**src/hdl/hsic_pkg.sv**
```systemverilog
// Shared types, constants and the hue ratio table for the HSI to RGB converter.
// No dependencies; imported by hsic_scale and hsi_to_rgb_converter_top.
package hsic_pkg;

  // Fixed-point formats
  localparam int INPUT_FRAC_BITS = 8;
  localparam int RATIO_FRAC_BITS = 14;

  // Field widths
  localparam int HUE_W   = 10;
  localparam int SAT_W   = 9;
  localparam int INT_W   = 10;
  localparam int LEVEL_W = 8;

  // Hue geometry
  localparam int HUE_FULL_DEG    = 360;
  localparam int HUE_HALF_DEG    = 180;
  localparam int SECTOR_DEG      = 120;
  localparam int HALF_SECTOR_DEG = 60;
  localparam int HUE_MOD_W       = $clog2(HUE_FULL_DEG);
  localparam int OFFSET_W        = $clog2(SECTOR_DEG);

  // Unit values of the input and ratio formats
  localparam int ONE_IN = 1 << INPUT_FRAC_BITS;
  localparam int ONE_R  = 1 << RATIO_FRAC_BITS;

  // Ratio lies in about -0.95..2.0: two integer bits plus sign
  localparam int RATIO_W  = RATIO_FRAC_BITS + 3;
  // Channel factor: up to 3.0 in Q22 (input plus ratio fraction bits) plus sign
  localparam int FACTOR_W = INPUT_FRAC_BITS + RATIO_FRAC_BITS + 3;

  // Channel gain 255/3 times intensity
  localparam int LEVEL_MAX   = 255;
  localparam int GAIN        = LEVEL_MAX / 3;
  localparam int GAIN_W      = $clog2(GAIN * 2 * ONE_IN + 1);
  localparam int PROD_W      = GAIN_W + FACTOR_W - 1;
  localparam int LEVEL_SHIFT = 2 * INPUT_FRAC_BITS + RATIO_FRAC_BITS;

  // Series constants for building the ratio table
  localparam int          TRIG_FRAC    = 28;
  localparam logic [63:0] PI_TRIG      = 64'd843314857;
  localparam int          SERIES_TERMS = 12;

  // Payload of one input beat and one result beat
  typedef struct packed {
    logic [HUE_W-1:0] hue_degrees;
    logic [SAT_W-1:0] saturation;
    logic [INT_W-1:0] intensity;
  } hsic_in_t;

  typedef struct packed {
    logic [LEVEL_W-1:0] red;
    logic [LEVEL_W-1:0] green;
    logic [LEVEL_W-1:0] blue;
  } hsic_out_t;

  // Hue sector: which channel gets which factor
  typedef enum logic [1:0] {
    SECT_RED_GREEN  = 2'd0,
    SECT_GREEN_BLUE = 2'd1,
    SECT_BLUE_RED   = 2'd2
  } hsic_sector_t;

  typedef logic signed [RATIO_W-1:0] hsic_ratio_tab_t [SECTOR_DEG];

  // Restoring division, elaboration only
  function automatic logic [63:0] udiv64(logic [63:0] num, logic [63:0] den);
    logic [64:0] rem;
    logic [63:0] quo;
    rem = '0;
    quo = '0;
    for (int i = 63; i >= 0; i--) begin
      rem = {rem[63:0], num[i]};
      if (rem >= {1'b0, den}) begin
        rem    = rem - {1'b0, den};
        quo[i] = 1'b1;
      end
    end
    return quo;
  endfunction

  // Cosine of deg degrees by Taylor series, TRIG_FRAC fraction bits
  function automatic logic signed [63:0] cos_deg(int deg);
    logic [63:0]        x;
    logic [63:0]        term;
    logic signed [63:0] sum;
    x    = (64'(deg) * PI_TRIG) / HUE_HALF_DEG;
    term = 64'd1 << TRIG_FRAC;
    sum  = $signed(term);
    for (int k = 1; k <= SERIES_TERMS; k++) begin
      term = (term * x) >> TRIG_FRAC;
      term = udiv64((term * x) >> TRIG_FRAC, 64'((2 * k - 1) * (2 * k)));
      if (k % 2 == 1) begin
        sum = sum - $signed(term);
      end else begin
        sum = sum + $signed(term);
      end
    end
    return sum;
  endfunction

  // cos(t)/cos(60-t), rounded half away from zero
  function automatic logic signed [63:0] ratio_entry(int t);
    logic signed [63:0] cn;
    logic signed [63:0] cd;
    int                 d;
    logic [63:0]        den;
    logic [63:0]        mag;
    logic [63:0]        q;
    cn = cos_deg(t);
    d  = (t <= HALF_SECTOR_DEG) ? (HALF_SECTOR_DEG - t) : (t - HALF_SECTOR_DEG);
    cd = cos_deg(d);
    if (cd <= 0) begin
      cd = 64'sd1;
    end
    den = cd;
    mag = (cn < 0) ? 64'(-cn) : 64'(cn);
    mag = mag << RATIO_FRAC_BITS;
    q   = udiv64(2 * mag + den, 2 * den);
    return (cn < 0) ? -$signed(q) : $signed(q);
  endfunction

  function automatic hsic_ratio_tab_t build_ratio_table();
    hsic_ratio_tab_t    tab;
    logic signed [63:0] e;
    for (int t = 0; t < SECTOR_DEG; t++) begin
      e      = ratio_entry(t);
      tab[t] = e[RATIO_W-1:0];
    end
    return tab;
  endfunction

  localparam hsic_ratio_tab_t RATIO_TABLE = build_ratio_table();

endpackage

```
**src/hdl/hsic_scale.sv**
```systemverilog
// One channel of the output scaler: gain times factor, then scale down and clip.
// Depends on hsic_pkg for widths and the level shift.
module hsic_scale import hsic_pkg::*; (
  input  logic                  clk,
  input  logic [GAIN_W-1:0]     gain,
  input  logic [FACTOR_W-2:0]   factor,
  output logic [LEVEL_W-1:0]    level
);

  logic [PROD_W-1:0]             prod_r;
  logic [PROD_W-1:0]             prod_nxt;
  logic [PROD_W-LEVEL_SHIFT-1:0] whole;
  logic [LEVEL_W-1:0]            level_r;
  logic [LEVEL_W-1:0]            level_nxt;

  // Multiply gain by factor
  assign prod_nxt = PROD_W'(gain) * PROD_W'(factor);

  // Drop the fraction bits, clip at full scale
  assign whole     = prod_r[PROD_W-1:LEVEL_SHIFT];
  assign level_nxt = (whole > (PROD_W-LEVEL_SHIFT)'(LEVEL_MAX)) ?
                     LEVEL_W'(LEVEL_MAX) : whole[LEVEL_W-1:0];

  always_ff @(posedge clk) begin
    prod_r  <= prod_nxt;
    level_r <= level_nxt;
  end

  assign level = level_r;

endmodule

```
**src/hdl/hsi_to_rgb_converter_top.sv**
```systemverilog
// HSI to RGB converter top level: seven-stage pipeline with start/busy input.
// Depends on hsic_pkg and hsic_scale.
//
// Takes one hue/saturation/intensity color per clock and returns red, green
// and blue at the end of the pipeline, with out_valid high for
// exactly one cycle. busy is high only while in reset and on the first edge
// after it; once running, every cycle with start high takes a beat. The
// results cannot be held off, so a consumer must take every out_valid beat.
// Stages: hue wrap and clamps, sector split, ratio table and gain, channel
// factors, channel multiply, scale and clip, channel routing.
module hsi_to_rgb_converter_top import hsic_pkg::*; (
  input  logic      clk,
  input  logic      rst_n,
  input  logic      start,
  output logic      busy,
  input  hsic_in_t  in_data,
  output logic      out_valid,
  output hsic_out_t out_data
);

  localparam int LATENCY = 7;

  logic busy_r;
  logic accept;

  // Valid bits per stage
  logic v1_r, v2_r, v3_r, v4_r, v5_r, v6_r, out_valid_r;

  // Stage 1: wrapped hue, clamped saturation and intensity
  logic [HUE_MOD_W-1:0] hue1_r, hue1_nxt;
  logic [SAT_W-1:0]     sat1_r, sat1_nxt;
  logic [INT_W-1:0]     int1_r, int1_nxt;

  // Stage 2: sector and offset inside it
  hsic_sector_t         sec2_r, sec2_nxt;
  logic [OFFSET_W-1:0]  off2_r, off2_nxt;
  logic [SAT_W-1:0]     sat2_r;
  logic [INT_W-1:0]     int2_r;

  // Stage 3: ratio and gain
  hsic_sector_t               sec3_r;
  logic signed [RATIO_W-1:0]  ratio3_r;
  logic [SAT_W-1:0]           sat3_r;
  logic [GAIN_W-1:0]          gain3_r, gain3_nxt;

  // Stage 4: channel factors
  hsic_sector_t               sec4_r;
  logic [GAIN_W-1:0]          gain4_r;
  logic signed [FACTOR_W-1:0] sat_f, ratio_f, fa, fb, fc;
  logic [FACTOR_W-2:0]        fa4_r, fb4_r, fc4_r;

  // Stages 5 and 6 live in the scalers; carry the sector alongside
  hsic_sector_t               sec5_r, sec6_r;
  logic [LEVEL_W-1:0]         lvl_a, lvl_b, lvl_c;

  hsic_out_t                  out_r, out_nxt;

  function automatic logic [FACTOR_W-2:0] clip_neg(logic signed [FACTOR_W-1:0] f);
    return f[FACTOR_W-1] ? '0 : f[FACTOR_W-2:0];
  endfunction

  assign accept = start && !busy_r;

  // Wrap hue into 0..359, clamp saturation to 1.0 and intensity to 2.0
  always_comb begin
    if (in_data.hue_degrees >= HUE_W'(2 * HUE_FULL_DEG)) begin
      hue1_nxt = HUE_MOD_W'(in_data.hue_degrees - HUE_W'(2 * HUE_FULL_DEG));
    end else if (in_data.hue_degrees >= HUE_W'(HUE_FULL_DEG)) begin
      hue1_nxt = HUE_MOD_W'(in_data.hue_degrees - HUE_W'(HUE_FULL_DEG));
    end else begin
      hue1_nxt = HUE_MOD_W'(in_data.hue_degrees);
    end
    sat1_nxt = (in_data.saturation > SAT_W'(ONE_IN)) ? SAT_W'(ONE_IN) : in_data.saturation;
    int1_nxt = (in_data.intensity > INT_W'(2 * ONE_IN)) ? INT_W'(2 * ONE_IN) :
               in_data.intensity;
  end

  // Split hue into sector and offset
  always_comb begin
    if (hue1_r >= HUE_MOD_W'(2 * SECTOR_DEG)) begin
      sec2_nxt = SECT_BLUE_RED;
      off2_nxt = OFFSET_W'(hue1_r - HUE_MOD_W'(2 * SECTOR_DEG));
    end else if (hue1_r >= HUE_MOD_W'(SECTOR_DEG)) begin
      sec2_nxt = SECT_GREEN_BLUE;
      off2_nxt = OFFSET_W'(hue1_r - HUE_MOD_W'(SECTOR_DEG));
    end else begin
      sec2_nxt = SECT_RED_GREEN;
      off2_nxt = OFFSET_W'(hue1_r);
    end
  end

  // Gain is 255/3 times intensity
  assign gain3_nxt = GAIN_W'(int2_r) * GAIN_W'(GAIN);

  // Form the three channel factors
  assign sat_f   = $signed(FACTOR_W'(sat3_r));
  assign ratio_f = FACTOR_W'(ratio3_r);
  assign fa = FACTOR_W'(ONE_IN * ONE_R) + sat_f * ratio_f;
  assign fb = FACTOR_W'(ONE_IN * ONE_R) + sat_f * (FACTOR_W'(ONE_R) - ratio_f);
  assign fc = (FACTOR_W'(ONE_IN) - sat_f) <<< RATIO_FRAC_BITS;

  // Route channel levels by sector
  always_comb begin
    unique case (sec6_r)
      SECT_RED_GREEN: begin
        out_nxt.red = lvl_a; out_nxt.green = lvl_b; out_nxt.blue = lvl_c;
      end
      SECT_GREEN_BLUE: begin
        out_nxt.red = lvl_c; out_nxt.green = lvl_a; out_nxt.blue = lvl_b;
      end
      SECT_BLUE_RED: begin
        out_nxt.red = lvl_b; out_nxt.green = lvl_c; out_nxt.blue = lvl_a;
      end
      default: begin
        out_nxt = '0;
      end
    endcase
  end

  // Control: busy and valid bits
  always_ff @(posedge clk) begin
    if (!rst_n) begin
      busy_r      <= 1'b1;
      v1_r        <= 1'b0;
      v2_r        <= 1'b0;
      v3_r        <= 1'b0;
      v4_r        <= 1'b0;
      v5_r        <= 1'b0;
      v6_r        <= 1'b0;
      out_valid_r <= 1'b0;
    end else begin
      busy_r      <= 1'b0;
      v1_r        <= accept;
      v2_r        <= v1_r;
      v3_r        <= v2_r;
      v4_r        <= v3_r;
      v5_r        <= v4_r;
      v6_r        <= v5_r;
      out_valid_r <= v6_r;
    end
  end

  // Payload: advance every cycle, the pipeline never stalls
  always_ff @(posedge clk) begin
    hue1_r   <= hue1_nxt;
    sat1_r   <= sat1_nxt;
    int1_r   <= int1_nxt;
    sec2_r   <= sec2_nxt;
    off2_r   <= off2_nxt;
    sat2_r   <= sat1_r;
    int2_r   <= int1_r;
    sec3_r   <= sec2_r;
    ratio3_r <= RATIO_TABLE[off2_r];
    sat3_r   <= sat2_r;
    gain3_r  <= gain3_nxt;
    sec4_r   <= sec3_r;
    gain4_r  <= gain3_r;
    fa4_r    <= clip_neg(fa);
    fb4_r    <= clip_neg(fb);
    fc4_r    <= clip_neg(fc);
    sec5_r   <= sec4_r;
    sec6_r   <= sec5_r;
    out_r    <= out_nxt;
  end

  hsic_scale u_scale_a (.clk(clk), .gain(gain4_r), .factor(fa4_r), .level(lvl_a));
  hsic_scale u_scale_b (.clk(clk), .gain(gain4_r), .factor(fb4_r), .level(lvl_b));
  hsic_scale u_scale_c (.clk(clk), .gain(gain4_r), .factor(fc4_r), .level(lvl_c));

  assign busy      = busy_r;
  assign out_valid = out_valid_r;
  assign out_data  = out_r;

  // Every taken beat comes out as a valid result at the end of the pipeline
  a_beat_out: assert property (@(posedge clk) disable iff (!rst_n)
    (start && !busy) |-> ##LATENCY out_valid)
    else $error("taken beat did not come out");

  // No result without a matching taken beat
  a_no_extra: assert property (@(posedge clk) disable iff (!rst_n)
    out_valid |-> $past(start && !busy, LATENCY))
    else $error("result without a taken beat");

  // Zero saturation gives a gray: all channels equal
  a_gray: assert property (@(posedge clk) disable iff (!rst_n)
    (out_valid && $past(start && !busy && in_data.saturation == '0, LATENCY)) |->
    (out_data.red == out_data.green && out_data.green == out_data.blue))
    else $error("zero saturation gave unequal channels");

  // Zero intensity gives black
  a_black: assert property (@(posedge clk) disable iff (!rst_n)
    (out_valid && $past(start && !busy && in_data.intensity == '0, LATENCY)) |->
    (out_data.red == '0 && out_data.green == '0 && out_data.blue == '0))
    else $error("zero intensity gave a nonzero channel");

endmodule

```
**config.mk**
```make
export PLATFORM = sky130hd
export DESIGN_NAME = hsi_to_rgb_converter_top
export DESIGN_NICKNAME = d
export VERILOG_FILES = /design/src/hdl/hsic_pkg.sv /design/src/hdl/hsic_scale.sv /design/src/hdl/hsi_to_rgb_converter_top.sv
export SDC_FILE = /design/constraint.sdc
export NUM_CORES = 2
export LEC_CHECK = 0
export BUFFER_PORTS_ARGS = -buffer_cell sky130_fd_sc_hd__buf_2
export CAP_MARGIN = 0
export CORE_MARGIN = 2
export CORE_UTILIZATION = 25
export CTS_CLUSTER_SIZE = 40
export DETAILED_ROUTE_END_ITERATION = 6
export PLACE_DENSITY_LB_ADDON = 0.25
export SLEW_MARGIN = 5
export SYNTH_ARGS = -nofsm -noshare
export SYNTH_HDL_FRONTEND = slang
export SYNTH_SLANG_ARGS = --single-unit
```
**constraint.sdc**
```tcl
create_clock -name clk -period 6.6 [get_ports clk]
set_input_delay 0.33 -clock clk [delete_from_list [all_inputs] [get_ports clk]]
set_output_delay 0.33 -clock clk [all_outputs]
set_load 0.01 [all_outputs]
```
Word level (Yosys, flattened, before mapping)
Memory sizes are Yosys's and may differ from the RTL's. A register that Yosys moved wholly into a read port is not among the register bits.
Index checks and enable logic that the tools add are counted.
{ "op_classes": {"addsub": 8, "mul": 6, "n_lt_le_gt_ge": 9, "eq_ne": 2, "n_mux": 7, "n_bitwise": 1, "n_reduce_logical": 3} }
{ "ops": {"columns": ["operator", "n"], "rows": [
  ["16-bit by 24-bit multiplier with 40-bit output", 2],
  ["24-bit case mux with 3 select lines", 1],
  ["24-bit by 25-bit adder with 25-bit output, first input constant", 2],
  ["10-bit by 8-bit greater-than comparator with 1-bit output, second input constant", 3],
  ["16-bit by 10-bit multiplier with 26-bit output", 1],
  ["10-bit by 17-bit multiplier with 25-bit output", 1],
  ["10-bit by 18-bit multiplier with 25-bit output", 1],
  ["9-bit 2-to-1 mux", 2],
  ["16-bit by 17-bit subtractor with 18-bit output, first input constant", 1],
  ["10-bit by 7-bit multiplier with 16-bit output, second input constant", 1],
  ["7-bit 2-to-1 mux", 2],
  ["7-bit subtractor, second input constant", 2],
  ["10-bit greater-or-equal comparator, second input constant", 1],
  ["10-bit by 9-bit greater-or-equal comparator with 1-bit output, second input constant", 1],
  ["10-bit greater-than comparator, second input constant", 1],
  ["9-bit by 9-bit subtractor with 10-bit output, first input constant", 1],
  ["9-bit by 7-bit greater-or-equal comparator with 1-bit output, second input constant", 1],
  ["9-bit by 8-bit greater-or-equal comparator with 1-bit output, second input constant", 1],
  ["9-bit greater-than comparator, second input constant", 1],
  ["9-bit by 8-bit subtractor with 9-bit output, second input constant", 1],
  ["9-bit subtractor, second input constant", 1],
  ["7-bit NOT with 8-bit output", 1],
  ["2-bit by 1-bit equality test with 1-bit output, second input constant", 1],
  ["2-bit equality test, second input constant", 1],
  ["4 further kinds", 5]
]} }
{ "totals": {"ff_bits": 339, "romBits": 2176, "output_inout_bits": 26, "wordCells": 71, "mem_count": 1} }
{ "mem_list": {"columns": ["name", "depth", "word_bits", "read_ports", "rd_clocked_by_memory_dff", "write_ports", "line_no", "text"], "rows": [
  ["(no name shown)", 128, 17, 1, 1, 0, "hsi_to_rgb_converter_top.sv:153", "ratio3_r <= RATIO_TABLE[off2_r];"]
]} }

Depth between registers and ports, before layout
{ "logic_depth": {"word_depth": 3, "depth_mapped": 27} }

Modules after synthesis
Synthesis repeated with hierarchy kept, for this count alone.
{ "unflattened": {"cells_unflattened": 6654, "area_unflattened_um2": 58436.0} }
{ "by_module_without_submodules": {"columns": ["module", "n_inst", "cells_each", "area_per_inst_um2"], "rows": [
  ["hsic_scale (u_scale_a ...)", 2, 1412, 12395.6],
  ["hsi_to_rgb_converter_top", 1, 2432, 21272.9],
  ["hsic_scale (u_scale_c)", 1, 1398, 12371.9]
]} }

Worst setup path after synthesis
No wires, ideal clock.
{ "synth_timing": {"kind": "register to register", "from": "register ratio3_r[12]", "to": "register fb4_r[1]", "setup_time_ps": 115, "arrival_time_ps": 6352, "required_time_ps": 6485, "path_slack_ps": 133, "path_stages_with_launch": 24, "n_path_buf": 1, "synth_period_minus_slack_ps": 6467, "cell_sequence": "dfxtp_1 or4_4 or4_4 a21oi_2 xnor2_1 nand2_1 fa_1 inv_1 fa_1 fa_1 fa_1 inv_1 fa_1 inv_1 ha_1 a21o_1 a21o_1 a221oi_1 o211ai_1 a31o_2 a21oi_1 xnor2_2 buf_2 and2_1"} }
{ "synth_via": {"elab_chain_len": 3} }
{ "synth_rtl": {"columns": ["item", "line_no", "text"], "rows": [
  ["start: declaration", "hsi_to_rgb_converter_top.sv:42", "logic signed [RATIO_W-1:0] ratio3_r;"],
  ["16-bit by 17-bit subtractor with 18-bit output", "hsi_to_rgb_converter_top.sv:99", "assign fb = FACTOR_W'(ONE_IN * ONE_R) + sat_f * (FACTOR_W'(ONE_R) - ratio_f);"],
  ["10-bit by 18-bit multiplier with 25-bit output", "hsi_to_rgb_converter_top.sv:99", null],
  ["24-bit by 25-bit adder with 25-bit output", "hsi_to_rgb_converter_top.sv:99", null],
  ["end signal: assignment", "hsi_to_rgb_converter_top.sv:159", "fb4_r <= clip_neg(fb);"],
  ["end: declaration", "hsi_to_rgb_converter_top.sv:50", "logic [FACTOR_W-2:0] fa4_r, fb4_r, fc4_r;"]
]} }
No other way between the ends.
A chain may end at the register's enable or synchronous reset.

Worst setup path in the final report
{ "layout_timing": {"from": "register ratio3_r[11]", "to": "register fb4_r[21]"} }
The elaborated chain is that of the path after synthesis.

==> results.toml <==
[setup_path]
worst-setup-path-type = "reg -> reg"
worstSetupEndpointType = "flip-flop"
critical_path.startpoint_type = "flip-flop"
signal_arrival_time_at_the_worst_endpoint_ns = 7.11
cp_max_fo = 6
required_ns = 7.15

[die]
placement_rows = 164
die_h_um = 453
initial_core_util = 0.252
die-width_um = 453
floorplan.io_pins = 58
die_area_mm2 = 0.205
design.core.area_mm2 = 0.200

[timing]
setup_slack_ns = 0.0351
finalHoldViolations = 0
unrepaired_setup_endpoints_after_global_routing = "yes"
number_of_setup_violations_in_the_final_report = 0
timing.clock.skew_ns = 0.0306
maxSlewHeadroom = 0.294
finalCritPeriodShare = 0.995
fmax_mhz = 152
min_cycle_time_layout_ns = 6.56
tightestPinTransition_ns = 1.06
slew_viol_final = 0

[routing]
drc = 0
highest-signal-layer = "met5"
post_detailed_routing_wire_length_mm = 141
post_drt_via_cell_ratio = 4.34
wirelength_met1_mm = 66.2
metal2_wl_mm = 66.1
post_drt_wl_per_cell_um = 16.6
dr_wl_met3_mm = 6.00
antenna_violating_nets_post_route = 0
vias = 36900
drt-pass1-iter-count = 5
detail_route.iter0.violations = 1809

[place]
place_congestion = 0.815
dp_worst_setup_slack_ns = -0.0504
placement.cell_area_mm2 = 0.0554
dp_hpwl_mm = 114
place.detailed.instances = 8405
port_buffers = 57

[finish]
layout_commonest_cell = "sky130_fd_sc_hd__inv_1"
design_area_mm2 = 0.0573
insertedDiodeCount = 0
drive_gt1_frac = 0.0855
finish.utilization = 0.286
layout.cells.non_filler = 8506
layout.filler_cells = 21400
final_net_count = 7358
syn_to_final_growth_pct = 13.8
final_cell_mix = "1194 x sky130_fd_sc_hd__inv_1, 979 x sky130_fd_sc_hd__fa_1, 807 x sky130_fd_sc_hd__nand2_1"

[yosys]
adder_cell_share_of_the_synthesized_area = 0.520
yosys_warnings = 0
synthesis.nets = 7227
seq_area_frac_synth = 0.106
synth-main-ff-cell = "sky130_fd_sc_hd__dfxtp_1"
synthesis.instances = 5691
synth_compound_area_frac = 0.0660
synth-seq-cells = 266
synthDistinctLibCells = 72
synthesis.area_mm2 = 0.0504
xor_and_xnor_area_share_after_synthesis = 0.0229
synth.area.mux_share = 0.00323
post_synth_and_or_nand_nor_area_fraction = 0.172
synth_area_per_cell_um2 = 8.85
synth-edff-count = 0
main_combinational_cell_family_by_area_after_synthesis = "adder cells"
synthArstFlopShare = 0

[global_routing]
overflow = 0
grt_util_all_layers = 0.140
grt_max_degree = 109
vias_in_the_first_global_route = 39700
grt_pass1_wl_mm = 227
antenna_violations_before_repair = 10

[cts]
clk-insertion-delay-late_ns = 0.62
cts_max_level = 2
cts_buffers = 37
ctsLongestPathBuffers = 3
cts.sinks = 266
cts.reportedPaths.clkPinSlew_ns = 0.06
cts_tree = "done"
clock-root-buffer = "sky130_fd_sc_hd__clkbuf_16"

[outcome]
run_status = "completed"

[worst_hold_path]
min_path_type = "in -> reg"

[run]
maxCapViolCount = 0
critical path, cell delays in order, from the launching register on:
cell                        delay [ns]
sky130_fd_sc_hd__dfxtp_2          0.32
sky130_fd_sc_hd__or4_4            0.57
sky130_fd_sc_hd__or4_4            0.53
sky130_fd_sc_hd__buf_6            0.14
sky130_fd_sc_hd__xnor2_2          0.11
sky130_fd_sc_hd__buf_4            0.15
sky130_fd_sc_hd__nand2_2          0.06
sky130_fd_sc_hd__fa_1             0.52
sky130_fd_sc_hd__inv_1            0.06
sky130_fd_sc_hd__fa_1             0.51
sky130_fd_sc_hd__fa_1             0.44
sky130_fd_sc_hd__fa_1             0.53
sky130_fd_sc_hd__inv_2            0.04
sky130_fd_sc_hd__fa_1             0.51
sky130_fd_sc_hd__inv_2            0.05
sky130_fd_sc_hd__ha_4             0.21
sky130_fd_sc_hd__a21o_1           0.19
sky130_fd_sc_hd__a21o_1           0.17
sky130_fd_sc_hd__a221oi_2         0.26
sky130_fd_sc_hd__o211ai_1         0.16
sky130_fd_sc_hd__a31o_2           0.24
sky130_fd_sc_hd__a21oi_4          0.18
sky130_fd_sc_hd__xnor2_4          0.20
sky130_fd_sc_hd__clkbuf_16        0.21
sky130_fd_sc_hd__and3_1           0.13
metal layers:
| metal | up-vias | track usage |
|---|---|---|
| met3 | 145 | 0.0163 |
| met5 | - | 0 |
| met2 | 693 | 0.233 |
| met4 | 4 | 0.0311 |
| met1 | 18700 | 0.194 |
| li1 | 17400 | - |
logic make-up (layout without fill, tap and decap cells):
kind of cell	after synthesis	after routing
buffers and inverters	1477	1636
multiplexers	10	10
other	1	1
AND/OR/NAND/NOR	1777	1777
adder cells (fa/ha/maj)	1505	1505
flip-flops	266	266
AO/OA/AOI/OAI	525	525
XOR/XNOR	130	130
repair_timing:
item	in CTS	in global routing
endpoints found under the setup margin	26	39
resized for setup	3	61
setup buffers	0	6
cloned	0	3
endpoints found under the hold margin	31	0
hold buffers	25	0
pin swaps	0	28
worst paths after layout:
| path | slack, ns | endpoint | startpoint | cells after the start |
|---|---|---|---|---|
| hold reg to reg | 0.32 | gain4_r[13] | gain3_r[13] | 0 |
| hold / removal | 0.05 | hue1_r[6] | in_data[25] | 2 |
| setup reg to reg | 0.04 | fb4_r[21] | ratio3_r[11] | 24 |
| setup / recovery | 0.04 | fb4_r[21] | ratio3_r[11] | 24 |
synth_stat cells (61+ instances only):
library cell	number	area (µm²)
sky130_fd_sc_hd__inv_1	1196	4490
sky130_fd_sc_hd__fa_1	981	19600
sky130_fd_sc_hd__nor2_1	144	541
sky130_fd_sc_hd__nor2b_1	64	400
sky130_fd_sc_hd__xnor2_1	92	806
sky130_fd_sc_hd__a21oi_1	156	781
sky130_fd_sc_hd__o21ai_0	120	601
sky130_fd_sc_hd__clkbuf_1	261	980
sky130_fd_sc_hd__ha_1	523	6540
sky130_fd_sc_hd__dfxtp_1	266	5330
sky130_fd_sc_hd__nand2_1	808	3030
sky130_fd_sc_hd__a21o_1	61	458
sky130_fd_sc_hd__and2_1	579	3620
flip-flops by register name, indices dropped and copies added (netlist names), 7 cells and up:
register / flops
fa4_r: 24
fb4_r: 24
fc4_r: 10
gain3_r: 16
gain4_r: 16
hue1_r: 9
int1_r: 10
int2_r: 10
off2_r: 7
out_data: 24
ratio3_r: 17
sat1_r: 9
sat2_r: 9
sat3_r: 9
u_scale_a.level: 8
u_scale_a.prod_r: 10
u_scale_b.level: 8
u_scale_b.prod_r: 10
u_scale_c.level: 8
u_scale_c.prod_r: 10
metrics by stage:
stage / setup TNS [ns] / hold WS (ns)
finish: 0 / 0.0486
global route: -4.67 / 0.0388
CTS: 0 / 0.0000409
detailed placement: -0.513 / 0.312
global placement: 0 / 0.310
floorplan: 0 / 0.310
final cells by class:
type	instances	area (µm²)	area share
clock buffer	49	1070	0.0187
clock inverter	18	216	0.00378
inverter	1199	4500	0.0785
multi-input combinational	3948	39700	0.693
sequential	266	5380	0.0939
tap	2656	3320	0.0580
timing repair buffer	370	3110	0.0542
Power is not shown: default switching activity piles up to over one toggle a cycle in this logic, so the estimate is an artifact.
